[src/design/assert_macros.svh]
// ----------------------------------------------------------------------------
// assert_macros.svh
// Concurrent assertion helpers; clk and rst_n must be in scope at the use.
// ----------------------------------------------------------------------------
`ifndef ASSERT_MACROS_SVH
`define ASSERT_MACROS_SVH

`ifndef ASSERT_OFF
`define ASSERT_ALWAYS(label, expr) \
    label: assert property (@(posedge clk) disable iff (!rst_n) (expr)) \
        else $error("assertion failed");
`define ASSERT_IMPLIES(label, ante, cons) \
    label: assert property (@(posedge clk) disable iff (!rst_n) (ante) |-> (cons)) \
        else $error("assertion failed");
`else
`define ASSERT_ALWAYS(label, expr)
`define ASSERT_IMPLIES(label, ante, cons)
`endif

`endif

[src/design/i2cm_pkg.sv]
// ----------------------------------------------------------------------------
// i2cm_pkg
// Types and constants shared by the I2C master byte engine.
// ----------------------------------------------------------------------------
package i2cm_pkg;

    localparam int BITS_PER_BYTE = 8;
    localparam logic [7:0] PHASE_TICKS_RESET = 8'd5;

    typedef enum logic [1:0] {
        ACT_TICK   = 2'd0,
        ACT_WRITE3 = 2'd1,
        ACT_WRITE2 = 2'd2,
        ACT_READ   = 2'd3
    } act_t;

    typedef enum logic [2:0] {
        STEP_IDLE  = 3'd0,
        STEP_START = 3'd1,
        STEP_SEND  = 3'd2,
        STEP_RECV  = 3'd3,
        STEP_STOP  = 3'd4
    } step_t;

    typedef struct packed {
        step_t       step;
        logic [1:0]  quarter;
        logic [7:0]  tick;
        logic [3:0]  bit_index;
        logic [7:0]  shift_byte;
        logic [15:0] pending;
        act_t        kind;
        logic [1:0]  byte_count;
        logic        ack;
        logic [7:0]  rx_byte;
        logic        scl;
        logic        sda;
    } eng_state_t;

    // packed LSB first: scl, sda, busy, done, success, read_data
    typedef struct packed {
        logic [7:0] read_data;
        logic       success;
        logic       done;
        logic       busy;
        logic       sda;
        logic       scl;
    } result_t;

    localparam eng_state_t ENG_STATE_RESET = '{
        step: STEP_IDLE, quarter: 2'd0, tick: 8'd0, bit_index: 4'd0,
        shift_byte: 8'd0, pending: 16'd0, kind: ACT_TICK, byte_count: 2'd0,
        ack: 1'b0, rx_byte: 8'd0, scl: 1'b1, sda: 1'b1
    };

endpackage

[src/design/i2c_master_byte_transactions_unit.sv]
// ----------------------------------------------------------------------------
// i2c_master_byte_transactions_unit
// Tick-driven single-master I2C engine: three-byte write, two-byte write and
// one-byte read, with a programmable quarter-bit phase length.
// Result of an item: registered with the sequencer step, valid in the cycle after accept.
// Throughput: one item per cycle unless the result output is stalled.
// Reset (rst_n low, asynchronous): engine idle, lines released, phase length 5.
// ----------------------------------------------------------------------------
`include "assert_macros.svh"

module i2c_master_byte_transactions_unit (
    input  logic        clk,
    input  logic        rst_n,
    input  logic        cfg_valid,
    output logic        cfg_ready,
    input  logic [7:0]  cfg_data,        // ticks_per_phase
    input  logic        s_axis_tvalid,
    output logic        s_axis_tready,
    input  logic [31:0] s_axis_tdata,    // device_address, second_byte, third_byte, sda_in
    input  logic [1:0]  s_axis_tuser,    // action
    output logic        m_axis_tvalid,
    input  logic        m_axis_tready,
    output logic [15:0] m_axis_tdata     // scl_out, sda_out, busy_res, done_res, success,
                                         // read_data
);
    import i2cm_pkg::*;

    eng_state_t state_reg;
    eng_state_t state_next;
    result_t    result_reg;
    result_t    result_next;
    logic [7:0] phase_ticks_reg;
    logic       out_valid_reg;
    logic       accept;

    assign cfg_ready     = 1'b1;
    assign s_axis_tready = !out_valid_reg || m_axis_tready;
    assign accept        = s_axis_tvalid && s_axis_tready;
    assign m_axis_tvalid = out_valid_reg;
    assign m_axis_tdata  = {3'd0, result_reg};

    i2cm_step u_step (
        .st             (state_reg),
        .phase_ticks    (phase_ticks_reg),
        .action         (s_axis_tuser),
        .device_address (s_axis_tdata[7:0]),
        .second_byte    (s_axis_tdata[15:8]),
        .third_byte     (s_axis_tdata[23:16]),
        .sda_in         (s_axis_tdata[24]),
        .st_next        (state_next),
        .res            (result_next)
    );

    always_ff @(posedge clk or negedge rst_n)
    begin
        if (!rst_n)
        begin
            state_reg       <= ENG_STATE_RESET;
            phase_ticks_reg <= PHASE_TICKS_RESET;
            out_valid_reg   <= 1'b0;
        end
        else
        begin
            if (cfg_valid && cfg_ready)
                phase_ticks_reg <= cfg_data;
            if (accept)
            begin
                state_reg     <= state_next;
                out_valid_reg <= 1'b1;
            end
            else if (m_axis_tready)
            begin
                out_valid_reg <= 1'b0;
            end
        end
    end

    always_ff @(posedge clk)
    begin
        if (accept)
            result_reg <= result_next;
    end

    `ASSERT_IMPLIES(a_done_not_busy, out_valid_reg && result_reg.done, !result_reg.busy)
    `ASSERT_IMPLIES(a_success_with_done, out_valid_reg && result_reg.success, result_reg.done)
    `ASSERT_IMPLIES(a_idle_phase_clear, state_reg.step == STEP_IDLE, state_reg.tick == 8'd0 && state_reg.quarter == 2'd0)
    `ASSERT_ALWAYS(a_bit_index_range, state_reg.bit_index <= 4'(BITS_PER_BYTE))

endmodule

[src/design/i2cm_step.sv]
// ----------------------------------------------------------------------------
// i2cm_step
// One tick of the bus sequencer: next engine state and the tick's result.
// ----------------------------------------------------------------------------
module i2cm_step (
    input  i2cm_pkg::eng_state_t st,
    input  logic [7:0]           phase_ticks,
    input  logic [1:0]           action,
    input  logic [7:0]           device_address,
    input  logic [7:0]           second_byte,
    input  logic [7:0]           third_byte,
    input  logic                 sda_in,
    output i2cm_pkg::eng_state_t st_next,
    output i2cm_pkg::result_t    res
);
    import i2cm_pkg::*;

    localparam logic [3:0] BIT_LAST = 4'(BITS_PER_BYTE);
    localparam logic [2:0] BIT_TOP  = 3'(BITS_PER_BYTE - 1);

    logic [7:0] tpp;
    logic [7:0] tc;
    logic       pulse;
    logic       done;
    logic       ok;
    eng_state_t nx;

    always_comb
    begin
        nx    = st;
        done  = 1'b0;
        ok    = 1'b0;
        pulse = 1'b0;
        tc    = 8'd0;
        tpp   = (phase_ticks == 8'd0) ? 8'd1 : phase_ticks;

        if (st.step == STEP_IDLE && action != ACT_TICK)
        begin
            nx.kind       = act_t'(action);
            nx.shift_byte = (action == ACT_READ) ? device_address + 8'd1 : device_address;
            case (act_t'(action))
                ACT_WRITE3:
                begin
                    nx.pending    = {second_byte, third_byte};
                    nx.byte_count = 2'd2;
                end
                ACT_WRITE2:
                begin
                    nx.pending    = {second_byte, 8'd0};
                    nx.byte_count = 2'd1;
                end
                default:
                begin
                    nx.pending    = 16'd0;
                    nx.byte_count = 2'd0;
                end
            endcase
            nx.step      = STEP_START;
            nx.quarter   = 2'd0;
            nx.tick      = 8'd0;
            nx.bit_index = 4'd0;
            nx.ack       = 1'b0;
        end

        if (nx.step != STEP_IDLE)
        begin
            pulse = (nx.quarter == 2'd1) || (nx.quarter == 2'd2);
            case (nx.step)
                STEP_START:
                begin
                    if (nx.quarter != 2'd0)
                        nx.scl = (nx.quarter != 2'd3);
                    nx.sda = (nx.quarter < 2'd2);
                end
                STEP_SEND:
                begin
                    nx.scl = pulse;
                    if (nx.bit_index < BIT_LAST)
                        nx.sda = nx.shift_byte[BIT_TOP - nx.bit_index[2:0]];
                    else
                        nx.sda = 1'b1;
                end
                STEP_RECV:
                begin
                    nx.scl = pulse;
                    nx.sda = 1'b1;
                end
                default:
                begin
                    nx.scl = (nx.quarter != 2'd0);
                    nx.sda = (nx.quarter >= 2'd2);
                end
            endcase

            tc = nx.tick + 8'd1;
            if (tc >= tpp || tc == 8'd0)
            begin
                nx.tick = 8'd0;
                // sample at end of the second quarter
                if (nx.quarter == 2'd1)
                begin
                    if (nx.step == STEP_SEND && nx.bit_index >= BIT_LAST)
                        nx.ack = ~sda_in;
                    else if (nx.step == STEP_RECV && nx.bit_index < BIT_LAST)
                        nx.shift_byte = {nx.shift_byte[6:0], sda_in};
                end
                if (nx.quarter != 2'd3)
                begin
                    nx.quarter = nx.quarter + 2'd1;
                end
                else
                begin
                    nx.quarter = 2'd0;
                    case (nx.step)
                        STEP_START:
                        begin
                            nx.step      = STEP_SEND;
                            nx.bit_index = 4'd0;
                        end
                        STEP_SEND:
                        begin
                            if (nx.bit_index < BIT_LAST)
                            begin
                                nx.bit_index = nx.bit_index + 4'd1;
                            end
                            else if (!nx.ack)
                            begin
                                if (nx.kind == ACT_READ)
                                    nx.rx_byte = 8'd0;
                                nx.step = STEP_IDLE;
                                done    = 1'b1;
                            end
                            else if (nx.kind == ACT_READ)
                            begin
                                nx.step       = STEP_RECV;
                                nx.bit_index  = 4'd0;
                                nx.shift_byte = 8'd0;
                            end
                            else if (nx.byte_count != 2'd0)
                            begin
                                nx.shift_byte = nx.pending[15:8];
                                nx.pending    = {nx.pending[7:0], 8'd0};
                                nx.byte_count = nx.byte_count - 2'd1;
                                nx.bit_index  = 4'd0;
                            end
                            else
                            begin
                                nx.step = STEP_STOP;
                            end
                        end
                        STEP_RECV:
                        begin
                            if (nx.bit_index < BIT_LAST)
                            begin
                                nx.bit_index = nx.bit_index + 4'd1;
                            end
                            else
                            begin
                                nx.rx_byte = nx.shift_byte;
                                nx.step    = STEP_STOP;
                            end
                        end
                        default:
                        begin
                            nx.step = STEP_IDLE;
                            done    = 1'b1;
                            ok      = 1'b1;
                        end
                    endcase
                end
            end
            else
            begin
                nx.tick = tc;
            end
        end

        st_next       = nx;
        res.scl       = nx.scl;
        res.sda       = nx.sda;
        res.busy      = (nx.step != STEP_IDLE);
        res.done      = done;
        res.success   = ok;
        res.read_data = nx.rx_byte;
    end

endmodule

[config.mk]
export PLATFORM = sky130hd
export DESIGN_NAME = i2c_master_byte_transactions_unit
export DESIGN_NICKNAME = d
export VERILOG_FILES = /design/src/design/i2cm_pkg.sv /design/src/design/i2c_master_byte_transactions_unit.sv /design/src/design/i2cm_step.sv
export VERILOG_INCLUDE_DIRS = /design/src /design/src/design
export SDC_FILE = /design/constraint.sdc
export NUM_CORES = 1
export LEC_CHECK = 0
export BUFFER_PORTS_ARGS = -buffer_cell sky130_fd_sc_hd__buf_4
export CORE_MARGIN = 2
export CORE_UTILIZATION = 50
export DETAILED_ROUTE_END_ITERATION = 12
export GPL_ROUTABILITY_DRIVEN = 0
export PLACE_DENSITY = 0.71
export SYNTH_ARGS = -nofsm -noshare
export SYNTH_HDL_FRONTEND = slang
export SYNTH_SLANG_ARGS = --single-unit
[constraint.sdc]
create_clock -name clk -period 5.5 [get_ports clk]
set_input_delay 1.1 -clock clk [delete_from_list [all_inputs] [get_ports clk]]
set_output_delay 1.1 -clock clk [all_outputs]
set_load 0.01 [all_outputs]
==> flow_summary_export.csv <==
group,metric,value,unit
status,status,"finished, final reports clean",
pwr,p_seq_share,40.6,%
clock_network,cts_root_buffer,"clkbuf_8",
layout,synthToLayoutAreaGrowth,14.1,%
synth,synthCells,520,
hold_path,hold_class,"reg2reg",
worst_setup_path,end_kind,"flip-flop",
sta,slew_headroom,44.5,%
synth,synthXorXnorAreaFrac,1.97,%
layout,final_cell_area,5580,um^2
clock_network,clk-insertion-delay-late,350,ps
global_route,grt_use_total,24.0,%
synth,ys_warn_count,0,
detailed_routing,vias,4273,
clock_network,clk_pin_slew_worst_paths,80,ps
synth,netlist-cell-type-count,65,
detailed_routing,drcViolationCount,0,
sta,fmaxAchievable,0.204,GHz
global_route,antenna_found_initial,0,
synth,synthesis.area,4890,um^2
detailed_routing,wl_per_cell,17.1,um
place,hpwl,8.51,mm
pwr,switchingPower,0.729,mW
synth,synth_simple_gate_area_share,16.0,%
layout,mostFrequentLayoutCell,"buf_4",
pwr,clockPowerShare,21.1,%
detailed_routing,via_per_inst,6.08,
worst_setup_path,required,5770,ps
global_route,grt_max_degree,66,
global_route,grt.overflow.total,0,
synth,synth_top_cell_area_share,31.2,%
clock_network,cts_resized,0,
layout,fin_util,57.9,%
layout,layout-drive-gt1-share,17.7,%
synth,synth-edff-count,13,
global_route,grt_pass1_wl,19.9,mm
floorplan,start_util,50.7,%
clock_network,cts_sinks,78,
clock_network,numCtsBuffers,9,
detailed_routing,met1_length,5.54,mm
pwr,powerDensity,350,nW/um^2
detailed_routing,wl_met2,5.57,mm
detailed_routing,routed_wl,12.1,mm
worst_setup_path,r2r_slack,1200,ps
synth,synthAdderAreaFrac,4.86,%
worst_setup_path,critPathArrivalTime,5180,ps
floorplan,coreArea,9640,um^2
synth,synth_top_family_by_area,"compound AO/OA/AOI/OAI gates",
floorplan,die_y,103,um
sta,tns,0,ps
floorplan,fp.dieArea,10600,um^2
detailed_routing,routed.top_layer,"met4",
synth,ys_seq_area_share,41.3,%
pwr,intPower,1.23,mW
floorplan,rows,36,
sta,drv_slew,0,
synth,async_flop_share,83.3,%
detailed_routing,drt-initial-drc-count,364,
synth,yosys_most_used_dff,"dfrtp_1",
sta,rsz0062_at_grt,"false",
layout,diodes,0,
floorplan,die_w,103,um
clock_network,cts_tree,"yes",
worst_setup_path,start_kind,"input pin",
sta,post-route-worst-setup-slack,592,ps
sta,skew,10.7,ps
clock_network,postCtsHoldBufs,0,
layout,largest_reg_flops,56,
place,place_ws,311,ps
sta,tightest_slew,832,ps
synth,synth_compound_gate_area_share,25.8,%
place,postPlaceCellArea,5400,um^2
layout,fill_cells,856,
synth,synth_top_area_cell,"dfrtp_1",
worst_setup_path,critical_path_class,"in2reg",
place,io_buffer_count,54,
pwr,switching_share,37.3,%
detailed_routing,routed-wl-met3,843,um
pwr,power.leakage,2.41,nW
sta,layout_min_cycle_time,4910,ps
global_route,grt_pass1_vias,3948,
synth,synth_mux_area_share,4.53,%
detailed_routing,drt-pass1-iter-count,5,
detailed_routing,final_antenna_net_count,0,
floorplan,boundaryPins,66,
clock_network,post_cts.repair.setup_buffers,0,
sta,hold_viol,0,
sta,setup_viol,0,
clock_network,htreeDepth,3,
synth,synth_seq_cells,78,
layout,fin_nets,631,
synth,syn_avg_cell_area,9.41,um^2
synth,yosys-top-cells-area,"dfrtp_1 31%, edfxtp_1 8.0%, a22o_1 5.7%, ha_1 4.9%, nand2_1 4.5%",
clock_network,clk_path_buf_depth,2,
pwr,combPwrFrac,38.3,%
worst_setup_path,critPathMaxFanout,9,
sta,min_period_over_period,89.2,%
layout,layout_common_cells,"66 x buf_4, 61 x dfrtp_1, 59 x nand2_1",
flow_run,drv_cap,0,
pwr,worst_ir_drop_vdd,0.000174,V
cells by family after synthesis:
family / count (synthesis)
XOR/XNOR: 11
buffers and inverters: 59
flip-flops: 78
multiplexers: 19
adder cells (fa/ha/maj): 19
other: 2
AO/OA/AOI/OAI: 168
AND/OR/NAND/NOR: 164
worst paths after layout:
| path | to | cells after the start | start |
|---|---|---|---|
| max | state_reg[32]$_DFFE_PN0P_ | 16 | s_axis_tuser[0] |
| min | state_reg[8]$_DFFE_PN0P_ | 1 | state_reg[8]$_DFFE_PN0P_ |
| max reg2reg | m_axis_tdata[2]$_DFFE_PP_ | 13 | state_reg[53]$_DFFE_PN0P_ |
| min reg2reg | state_reg[8]$_DFFE_PN0P_ | 1 | state_reg[8]$_DFFE_PN0P_ |
| max in group asynchronous | state_reg[30]$_DFFE_PN0P_ | 1 | rst_n |
| min in group asynchronous | state_reg[10]$_DFFE_PN0P_ | 1 | rst_n |
power by group through the flow:
stage | clock network [mW] | registers [mW] | logic [mW]
detailed placement | 0 | 0.800 | 0.741
global placement | 0 | 0.795 | 0.716
finish | 0.413 | 0.793 | 0.748
global route | 0.449 | 0.807 | 0.831
CTS | 0.424 | 0.790 | 0.744
floorplan | 0 | 0.762 | 0.560
cells in the mapped netlist, types with 5 or more instances:
cell type and number:
a221o_1 12, nor4_1 5, nand3_1 11, mux2i_1 12, a22o_1 32, a22oi_1 17
mux2_2 5, edfxtp_1 13, inv_1 25, nor3_1 13, a31oi_1 9, a32o_1 8
clkbuf_1 20, buf_2 7, a21oi_1 19, o211ai_1 6, dfrtp_1 61, buf_4 5
xnor2_1 7, nor2_1 39, and2_1 9, o21ai_0 26, ha_1 19, nand4_1 5
nand2_1 59
critical path, stage by stage:
cell and delay (ps):
buf_4 130, inv_1 110, ha_1 380, or4_4 200, and2_1 210, ha_1 300
nand3_1 240, or3_1 400, a21oi_1 340, ha_1 300, o21a_1 190, o22ai_1 410
a21oi_2 210, buf_4 230, mux2_2 270, o21ai_0 160
stage by stage:
| step | cells | hold slack [ps] | power (mW) |
|---|---|---|---|
| 3_5_place_dp | 687 | 483 | 1.54 |
| 5_1_grt | 703 | 508 | 2.09 |
| 6_report | 703 | 496 | 1.95 |
| 2_1_floorplan | 522 | 461 | 1.32 |
| 4_1_cts | 703 | 500 | 1.96 |
| 3_3_place_gp | 687 | 469 | 1.51 |
layout make-up:
cell class	count	area [um^2]	share of cell area, %
clock buffers	11	131	2.35
inverters	25	93.8	1.68
clock inverters	5	50.0	0.897
well taps	133	166	2.98
flip-flops and latches	78	2020	36.2
repair buffers	66	495	8.88
multi-input cells	385	2620	47.0
layer usage:
layer  vias to the layer above  GRT usage [%]
met3                         7           4.81
met5                         -              0
met2                       167           35.3
met1                      2056           36.5
met4                         0           5.97
li1                       2043              -
Power figures use the tool's default switching activity.
